### src/rtl/efra_pkg.sv
`timescale 1ns / 1ps
// ----------------------------------------------------------------------------
// efra_pkg
// shared types, constants and sequencer states of the room allocator
// ----------------------------------------------------------------------------
package efra_pkg;

	localparam int EFRA_ROOMS_DEF = 16;
	localparam int EFRA_MAX_ACTIVE = 16;
	localparam int TIME_W = 40;
	localparam int COUNT_W = 16;
	localparam int ROOM_FW = 4;
	localparam int CFG_W = 5;

	typedef logic [TIME_W-1:0] time_t;
	typedef logic [COUNT_W-1:0] count_t;
	typedef logic [ROOM_FW-1:0] room_t;
	typedef logic [CFG_W-1:0] cfg_t;

	localparam time_t TIME_MAX = {TIME_W{1'b1}};
	localparam count_t COUNT_MAX = {COUNT_W{1'b1}};
	localparam cfg_t ROOMS_RESET = 5'd16;

	// word index of the rooms_in_use register on the config port
	localparam logic REG_ROOMS_IN_USE = 1'b0;

	typedef enum logic [2:0] {
		ST_IDLE,
		ST_SCAN,
		ST_DRAIN,
		ST_READ,
		ST_WAIT,
		ST_WRITE
	} state_t;

	typedef struct packed {
		logic clear;
		logic rd_en;
		room_t rd_room;
		logic wr_en;
		room_t wr_room;
		time_t wr_free;
		count_t wr_count;
	} tbl_req_t;

	typedef struct packed {
		time_t free;
		count_t count;
	} tbl_rsp_t;

	typedef struct packed {
		room_t most_booked_room;
		time_t finish_time;
		time_t begin_time;
		room_t assigned_room;
	} res_t;

endpackage

### src/rtl/earliest_free_room_allocator.sv
`timescale 1ns / 1ps
// ----------------------------------------------------------------------------
// earliest_free_room_allocator
// assigns each job to the first free room or the one that frees earliest
// ----------------------------------------------------------------------------
// usage:
//   requests enter on s_tvalid/s_tready, one job each, start times rising.
//   s_tdata carries start_time and end_time, s_tuser the new_batch flag,
//   which empties the table and the leader before that job is placed.
//   results leave on m_tvalid/m_tready, one per request, in order.
//   rooms_in_use is to be written over the config port only while the block is idle; the block does not enforce this.
// timing:
//   a request passes from acceptance to its result through the scan, with one
//   table read per active room, a drain state for the last read, then a read,
//   an update and a write-back of the chosen room over the table's read and
//   write ports.
//   one request is in work at a time; the next can be taken in the cycle after
//   the result has moved to the output register.
// reset and stall:
//   reset empties the table (valid bits, no clearing pass), clears the
//   leader and sets rooms_in_use to 16. a stalled output holds its result
//   and the sequencer waits before writing back the next one.
// ----------------------------------------------------------------------------
module earliest_free_room_allocator
	import efra_pkg::*;
#(
	parameter int ROOMS = EFRA_ROOMS_DEF
) (
	input  logic        clk,
	input  logic        arst_n,
	input  logic        s_tvalid,
	output logic        s_tready,
	input  logic [63:0] s_tdata,   // start_time[31:0], end_time[63:32]
	input  logic        s_tuser,   // new_batch[0]
	output logic        m_tvalid,
	input  logic        m_tready,
	output logic [87:0] m_tdata,   // assigned_room[3:0], begin_time[43:4],
	                               // finish_time[83:44], most_booked_room[87:84]
	input  logic        psel,
	input  logic        penable,
	input  logic        pwrite,
	input  logic [2:0]  paddr,
	input  logic [31:0] pwdata,
	output logic [31:0] prdata,
	output logic        pready
);

	cfg_t rooms_in_use;
	tbl_req_t tbl_req;
	tbl_rsp_t tbl_rsp;
	logic res_valid;
	res_t res;
	logic out_free;
	logic out_valid_q;
	res_t out_data_q;

	efra_regs u_regs (
		.clk          (clk),
		.arst_n       (arst_n),
		.psel         (psel),
		.penable      (penable),
		.pwrite       (pwrite),
		.paddr        (paddr),
		.pwdata       (pwdata),
		.prdata       (prdata),
		.pready       (pready),
		.rooms_in_use (rooms_in_use)
	);

	efra_table #(.ROOMS(ROOMS)) u_table (
		.clk    (clk),
		.arst_n (arst_n),
		.req    (tbl_req),
		.rsp    (tbl_rsp)
	);

	efra_ctrl #(.ROOMS(ROOMS)) u_ctrl (
		.clk          (clk),
		.arst_n       (arst_n),
		.in_valid     (s_tvalid),
		.in_ready     (s_tready),
		.start_time   (s_tdata[31:0]),
		.end_time     (s_tdata[63:32]),
		.new_batch    (s_tuser),
		.rooms_in_use (rooms_in_use),
		.tbl_req      (tbl_req),
		.tbl_rsp      (tbl_rsp),
		.out_free     (out_free),
		.res_valid    (res_valid),
		.res          (res)
	);

	// output register parts the sequencer from the receiver
	assign out_free = !out_valid_q || m_tready;

	always_ff @(posedge clk or negedge arst_n) begin
		if (!arst_n) begin
			out_valid_q <= 1'b0;
		end else if (out_free) begin
			out_valid_q <= res_valid;
		end
	end

	always_ff @(posedge clk) begin
		if (out_free && res_valid) begin
			out_data_q <= res;
		end
	end

	assign m_tvalid = out_valid_q;
	assign m_tdata = out_data_q;

endmodule

### src/rtl/efra_regs.sv
`timescale 1ns / 1ps
// ----------------------------------------------------------------------------
// efra_regs
// config register file: rooms_in_use behind a two-phase write port
// ----------------------------------------------------------------------------
module efra_regs
	import efra_pkg::*;
(
	input  logic        clk,
	input  logic        arst_n,
	input  logic        psel,
	input  logic        penable,
	input  logic        pwrite,
	input  logic [2:0]  paddr,
	input  logic [31:0] pwdata,
	output logic [31:0] prdata,
	output logic        pready,
	output cfg_t        rooms_in_use
);

	cfg_t rooms_q;
	logic hit;

	assign hit = (paddr[2] == REG_ROOMS_IN_USE);
	assign pready = 1'b1;
	assign rooms_in_use = rooms_q;

	always_ff @(posedge clk or negedge arst_n) begin
		if (!arst_n) begin
			rooms_q <= ROOMS_RESET;
		end else if (psel && penable && pwrite && hit) begin
			rooms_q <= pwdata[CFG_W-1:0];
		end
	end

	always_comb begin
		prdata = '0;
		if (hit) begin
			prdata = {{(32-CFG_W){1'b0}}, rooms_q};
		end
	end

endmodule

### src/rtl/efra_table.sv
`timescale 1ns / 1ps
// ----------------------------------------------------------------------------
// efra_table
// room table memory: free time and use count per room, registered read
// ----------------------------------------------------------------------------
module efra_table
	import efra_pkg::*;
#(
	parameter int ROOMS = EFRA_ROOMS_DEF
) (
	input  logic     clk,
	input  logic     arst_n,
	input  tbl_req_t req,
	output tbl_rsp_t rsp
);

	localparam int ADDR_W = (ROOMS > 1) ? $clog2(ROOMS) : 1;

	tbl_rsp_t mem [ROOMS];
	logic [ROOMS-1:0] valid_q;
	tbl_rsp_t rd_data_s1;
	logic rd_vld_s1;
	logic [ADDR_W-1:0] rd_addr;
	logic [ADDR_W-1:0] wr_addr;

	assign rd_addr = ADDR_W'(req.rd_room);
	assign wr_addr = ADDR_W'(req.wr_room);

	always_ff @(posedge clk) begin
		if (req.wr_en) begin
			mem[wr_addr] <= '{free: req.wr_free, count: req.wr_count};
		end
		if (req.rd_en) begin
			rd_data_s1 <= mem[rd_addr];
		end
	end

	// entries not written since the last clear read as zero
	always_ff @(posedge clk or negedge arst_n) begin
		if (!arst_n) begin
			valid_q <= '0;
			rd_vld_s1 <= 1'b0;
		end else begin
			if (req.clear) begin
				valid_q <= '0;
			end else if (req.wr_en) begin
				valid_q[wr_addr] <= 1'b1;
			end
			if (req.rd_en) begin
				rd_vld_s1 <= valid_q[rd_addr];
			end
		end
	end

	assign rsp = rd_vld_s1 ? rd_data_s1 : '0;

endmodule

### src/rtl/efra_ctrl.sv
`timescale 1ns / 1ps
// ----------------------------------------------------------------------------
// efra_ctrl
// job sequencer: scans the table, picks a room, updates it and the leader
// ----------------------------------------------------------------------------
module efra_ctrl
	import efra_pkg::*;
#(
	parameter int ROOMS = EFRA_ROOMS_DEF
) (
	input  logic        clk,
	input  logic        arst_n,
	input  logic        in_valid,
	output logic        in_ready,
	input  logic [31:0] start_time,
	input  logic [31:0] end_time,
	input  logic        new_batch,
	input  cfg_t        rooms_in_use,
	output tbl_req_t    tbl_req,
	input  tbl_rsp_t    tbl_rsp,
	input  logic        out_free,
	output logic        res_valid,
	output res_t        res
);

	localparam cfg_t MAX_ACT = CFG_W'((ROOMS < EFRA_MAX_ACTIVE) ? ROOMS : EFRA_MAX_ACTIVE);

	state_t state_q, state_n;

	logic [31:0] start_q;
	logic [31:0] dur_q;
	cfg_t active_q;
	cfg_t rd_idx_q;
	logic cmp_vld_s1;
	room_t cmp_idx_s1;
	logic found_q;
	room_t pick_q;
	time_t min_q;
	room_t min_idx_q;
	time_t begin_q;
	time_t finish_q;
	count_t count_q;
	room_t best_room_q;
	count_t best_count_q;

	logic accept;
	logic scan_last;
	logic fire;
	logic better;
	cfg_t active_n;
	time_t begin_w;
	logic [TIME_W:0] sum_w;

	assign accept = in_valid && in_ready;
	assign scan_last = ((rd_idx_q + 5'd1) == active_q);
	assign fire = (state_q == ST_WRITE) && out_free;
	assign better = (count_q > best_count_q) ||
		((count_q == best_count_q) && (pick_q < best_room_q));

	always_comb begin
		active_n = rooms_in_use;
		if (active_n == '0) begin
			active_n = 5'd1;
		end
		if (active_n > MAX_ACT) begin
			active_n = MAX_ACT;
		end
	end

	assign begin_w = found_q ? {{(TIME_W-32){1'b0}}, start_q} : tbl_rsp.free;
	assign sum_w = {1'b0, begin_w} + (TIME_W+1)'(dur_q);

	// next state
	always_comb begin
		state_n = state_q;
		unique case (state_q)
			ST_IDLE:  if (accept) state_n = ST_SCAN;
			ST_SCAN:  if (scan_last) state_n = ST_DRAIN;
			ST_DRAIN: state_n = ST_READ;
			ST_READ:  state_n = ST_WAIT;
			ST_WAIT:  state_n = ST_WRITE;
			ST_WRITE: if (out_free) state_n = ST_IDLE;
			default:  state_n = ST_IDLE;
		endcase
	end

	// outputs
	always_comb begin
		in_ready = (state_q == ST_IDLE);
		tbl_req = '0;
		tbl_req.clear = accept && new_batch;
		tbl_req.rd_en = (state_q == ST_SCAN) || (state_q == ST_READ);
		tbl_req.rd_room = (state_q == ST_READ) ? (found_q ? pick_q : min_idx_q)
			: rd_idx_q[ROOM_FW-1:0];
		tbl_req.wr_en = fire;
		tbl_req.wr_room = pick_q;
		tbl_req.wr_free = finish_q;
		tbl_req.wr_count = count_q;
		res_valid = fire;
		res.assigned_room = pick_q;
		res.begin_time = begin_q;
		res.finish_time = finish_q;
		res.most_booked_room = better ? pick_q : best_room_q;
	end

	always_ff @(posedge clk or negedge arst_n) begin
		if (!arst_n) begin
			state_q <= ST_IDLE;
			cmp_vld_s1 <= 1'b0;
			best_room_q <= '0;
			best_count_q <= '0;
		end else begin
			state_q <= state_n;
			cmp_vld_s1 <= (state_q == ST_SCAN);
			if (accept && new_batch) begin
				best_room_q <= '0;
				best_count_q <= '0;
			end else if (fire && better) begin
				best_room_q <= pick_q;
				best_count_q <= count_q;
			end
		end
	end

	always_ff @(posedge clk) begin
		if (accept) begin
			start_q <= start_time;
			dur_q <= (end_time > start_time) ? (end_time - start_time) : '0;
			active_q <= active_n;
			rd_idx_q <= '0;
			found_q <= 1'b0;
		end
		if (state_q == ST_SCAN) begin
			rd_idx_q <= rd_idx_q + 5'd1;
			cmp_idx_s1 <= rd_idx_q[ROOM_FW-1:0];
		end
		// first free room wins, else the earliest freeing one, lowest index on ties
		if (cmp_vld_s1) begin
			if (!found_q && (tbl_rsp.free <= {{(TIME_W-32){1'b0}}, start_q})) begin
				found_q <= 1'b1;
				pick_q <= cmp_idx_s1;
			end
			if ((cmp_idx_s1 == '0) || (tbl_rsp.free < min_q)) begin
				min_q <= tbl_rsp.free;
				min_idx_q <= cmp_idx_s1;
			end
		end
		if (state_q == ST_READ) begin
			pick_q <= found_q ? pick_q : min_idx_q;
		end
		if (state_q == ST_WAIT) begin
			begin_q <= begin_w;
			finish_q <= sum_w[TIME_W] ? TIME_MAX : sum_w[TIME_W-1:0];
			count_q <= (tbl_rsp.count == COUNT_MAX) ? COUNT_MAX : tbl_rsp.count + 16'd1;
		end
	end

	a_room_active: assert property (@(posedge clk) disable iff (!arst_n)
		res_valid |-> ({1'b0, pick_q} < active_q))
		else $error("assigned room outside the active range");

	a_scan_range: assert property (@(posedge clk) disable iff (!arst_n)
		cmp_vld_s1 |-> ({1'b0, cmp_idx_s1} < active_q))
		else $error("scan compared an inactive room");

	a_free_begin: assert property (@(posedge clk) disable iff (!arst_n)
		(res_valid && found_q) |-> (res.begin_time == {{(TIME_W-32){1'b0}}, start_q}))
		else $error("free room did not begin at the request start");

	a_finish_order: assert property (@(posedge clk) disable iff (!arst_n)
		res_valid |-> (res.finish_time >= res.begin_time))
		else $error("finish before begin");

	a_one_read: assert property (@(posedge clk) disable iff (!arst_n)
		(state_q == ST_READ) |=> (state_q == ST_WAIT) && !cmp_vld_s1)
		else $error("pick read overlapped the scan");

endmodule

### config.mk
export PLATFORM = sky130hd
export DESIGN_NAME = earliest_free_room_allocator
export DESIGN_NICKNAME = d
export VERILOG_FILES = /design/src/rtl/efra_pkg.sv /design/src/rtl/earliest_free_room_allocator.sv /design/src/rtl/efra_regs.sv /design/src/rtl/efra_table.sv /design/src/rtl/efra_ctrl.sv
export SDC_FILE = /design/constraint.sdc
export NUM_CORES = 2
export LEC_CHECK = 0
export ABC_AREA = 1
export BUFFER_PORTS_ARGS = -buffer_cell sky130_fd_sc_hd__clkbuf_2
export CORE_UTILIZATION = 43
export CTS_BUF_LIST = sky130_fd_sc_hd__clkbuf_4 sky130_fd_sc_hd__clkbuf_8
export DETAILED_ROUTE_END_ITERATION = 10
export SLEW_MARGIN = 20
export SYNTH_ARGS = -nofsm -noshare
export SYNTH_HDL_FRONTEND = slang
export SYNTH_SLANG_ARGS = --single-unit
### constraint.sdc
create_clock -name clk -period 16.2 [get_ports clk]
set_input_delay 1.62 -clock clk [delete_from_list [all_inputs] [get_ports clk]]
set_output_delay 1.62 -clock clk [all_outputs]
set_load 0.005 [all_outputs]
==> impl_metrics.csv <==
group,metric,value,unit
outcome,outcome,"completed",
critical_path,cp_top_family,"simple AND/OR/NAND/NOR gates",
synth,synthTopCellsByArea,"edfxtp_1 66%, nor2_1 4.8%, o21ai_0 4.6%, nand2_1 3.7%, ha_1 3.3%",
synth,syn_inst,4996,
synth,yosys.area.top_type_share,65.89,%
critical_path,start_kind,"register",
cts,clock-root-buffer,"clkbuf_8",
critical_path,worst_path_most_repeated_cell,"nand2_1",
cts,cts_setup_buffers,0,
pwr,ir_worst_vdd,0.1358,mV
grt,grt_first_pass_wirelength,227000,um
timing,period_needed,5212,ps
routing,drt_iter0_drc,3725,
layout,final_util,48.43,%
floorplan,die_h,367.7,um
placement,post-dp-hpwl,90990,um
timing,slew_viol_final,0,
hold_path,min-delay-path-class,"reg -> reg",
layout,area_delta_synth_final,11.27,%
timing,relSlewSlack,24.66,%
pwr,leakage,24.01,nW
cts,clockBufferDepth,3,
floorplan,fp-row-count,133,
critical_path,crit_fanout,37,
floorplan,core_area,132100,um^2
floorplan,initial_core_util,43.53,%
placement,gp_congestion,0.9431,
critical_path,crit_path_end_kind,"register",
timing,clock_skew,44.97,ps
synth,synth_top_cell_by_area,"edfxtp_1",
routing,dr.pass1.iters,6,
timing,final-setup-viol-count,0,
critical_path,worstPathCellList,"nand2_1 -> o21ai_0 -> ha_1 -> inv_1 -> fa_1 -> inv_1 -> nand3_1 -> nand2_1 -> nand2_1 -> nand3_1 -> nand2_1 -> o21ai_1 -> nand2_1 -> nand2_1 -> nand2_2 -> nand3_1",
cts,htree_levels,4,
synth,synth_area_per_cell,11.51,um^2
layout,fin_nets,5463,
routing,routedWlPerCell,21.63,um
floorplan,io_pins,230,
critical_path,required,16880,ps
critical_path,crit_arrival,5900,ps
synth,ys_warn_count,0,
layout,design_area,63990,um^2
cts,clk_latency,910,ps
floorplan,die_w,367.7,um
grt,antenna_found_initial,2,
routing,drc_errors,0,
cts,numCtsBuffers,208,
layout,drive_gt1_share,11.15,%
cts,cts.clk_slew.worst_paths,70,ps
placement,dpl_cell_area,59860,um^2
grt,gr-total-overflow,0,
synth,ys_ff_latch,1310,
timing,final-hold-violation-count,0,
critical_path,cpPeakStageDelay,910,ps
timing,rsz0062_at_grt,"false",
synth,ys_seq_area_share,67.98,%
routing,viasPerCell,5.351,
cts,cts_sinks,1310,
critical_path,timing.critical_path.buf_inv,2,
placement,port-buffer-count,172,
pwr,power_density,183.6,nW/um^2
grt,first_global_vias,35670,
critical_path,critPathKind,"reg -> reg",
timing,tightest_slew,1130,ps
cts,cts-resized-gates,0,
timing,setup_ws,10990,ps
grt,grt_max_degree,227,
synth,synthDistinctLibCells,48,
timing,max_freq,0.1919,GHz
cts,tritoncts,"built",
placement,dp_slack,10680,ps
run,drv_cap,0,
cts,postCtsHoldBufs,0,
synth,synth_area,57510,um^2
routing,ant_nets,0,
timing,holdWs,407.1,ps
routing,via_count,38200,
floorplan,die_area,135200,um^2
timing,finalCritPeriodShare,32.17,%
critical_path,crit_slowest_cell,"dfrtp_2",
timing,tns,0,ps
routing,wl,154400,um
grt,track_usage,22.44,%
## stage by stage
stage	cells	total power, W
final	7139	0.01175
after detailed placement	6746	0.009011
after global placement	6746	0.008950
after floorplan	5022	0.007618
after CTS	7137	0.01180
after global routing	7139	0.01245
## area by class of cell
cell class                 count  area [um^2]
clock inverter               107        659.4
tap                         1755         2196
antenna                        2        5.005
sequential                  1310        39100
multi-input combinational   2967        15470
fill                       11940        68140
inverter                     497         1886
clock buffer                 284         3458
timing repair buffer         217         1224
## kinds of logic after synthesis
kind of cell | Yosys count | share of synthesized area, %
buffers and inverters | 745 | 5.615
adders and majority gates | 155 | 3.398
other | 2 | 0.01306
and+or+nand+nor | 1607 | 11.32
DFF | 1310 | 67.98
xor gates and xnor gates | 37 | 0.5635
AOI/OAI and AO/OA | 1139 | 11.10
muxes | 1 | 0.01741
## path summary, 6_finish.rpt
| path | slack, ps | to | start | depth (start not counted) |
|---|---|---|---|---|
| max | 10990 | u_ctrl.finish_q[20] | u_table.rd_vld_s1 | 16 |
| min in group asynchronous | 820 | u_regs.rooms_in_use[2] | arst_n | 2 |
| min reg2reg | 410 | m_tdata[29] | u_ctrl.begin_q[25] | 0 |
| max in group asynchronous | 14730 | u_ctrl.best_count_q[10] | arst_n | 2 |
| min | 410 | m_tdata[29] | u_ctrl.begin_q[25] | 0 |
| max reg2reg | 10990 | u_ctrl.finish_q[20] | u_table.rd_vld_s1 | 16 |
## metal layers
metal  wire (um)  share of wire (%)  global-route usage, %
met1       68030                 44                  31.84
met2       72620                 47                  35.97
met3       10070                6.5                  3.065
met4        3662                2.4                  6.591
met5           0                  0                      0
## registers in the layout, summed over array words and instances (netlist names), 32 cells and up
signal / flops
u_ctrl.begin_q: 40
u_table.mem: 896
u_ctrl.start_q: 32
u_ctrl.min_q: 40
m_tdata: 88
u_table.rd_data_s1: 56
u_ctrl.dur_q: 32
u_ctrl.finish_q: 40
## worst reg2reg max path, cell delays in order, from the launching register on
cell and delay (ps):
dfrtp_2 910, nand2_1 390, o21ai_0 520, ha_1 340
inv_1 80, fa_1 450, inv_1 180, nand3_1 90
nand2_1 110, nand2_1 70, nand3_1 60, nand2_1 140
o21ai_1 310, nand2_1 100, nand2_1 190, nand2_2 540
nand3_1 500
## cells in the mapped netlist (all sizes together)
master,number
a21oi,236
nand4,27
fa,2
mux2i,1
nand2b,1
dfrtp,46
clkbuf,106
xor2,29
nor4,9
o2111ai,1
o221ai,11
or2,7
a22oi,1
edfxtp,1262
a21boi,7
o211ai,203
nor3b,2
xnor2,8
o21a,10
buf,142
o21bai,16
o21ai,637
nor2,735
and2,2
dfxtp,1
a21o,13
inv,497
nor3,25
conb,2
nand2,575
ha,153
and3,3
a31oi,4
nand3,216
nand3b,4
dfstp,1
or3,1
## cells in the final DEF (no fill, tap or decap), drive strengths merged, types with 2 or more instances in the layout
master       n
o221ai      11
fa           2
and3         3
a21oi      236
dfrtp       46
buf         45
clkinvlp     7
nor4         9
a31oi        4
o21ai      637
clkinv      85
and2         2
nand3b       4
or2          7
o21a        10
nor2       735
nand4       27
a21boi       7
clkbuf     456
xnor2        8
ha         153
nor3        25
o211ai     203
conb        28
bufinv       4
nor3b        2
diode        2
o21bai      16
inv        508
xor2        29
nand3      216
nand2      575
a21o        13
edfxtp    1262
## power breakdown
part | switching, W | internal (W) | total (W)
Sequential | 0.000336 | 0.00437 | 0.00470
Combinational | 0.00306 | 0.00120 | 0.00426
Clock | 0.00133 | 0.00146 | 0.00279
No activity file was read; power rests on OpenSTA's default activity.
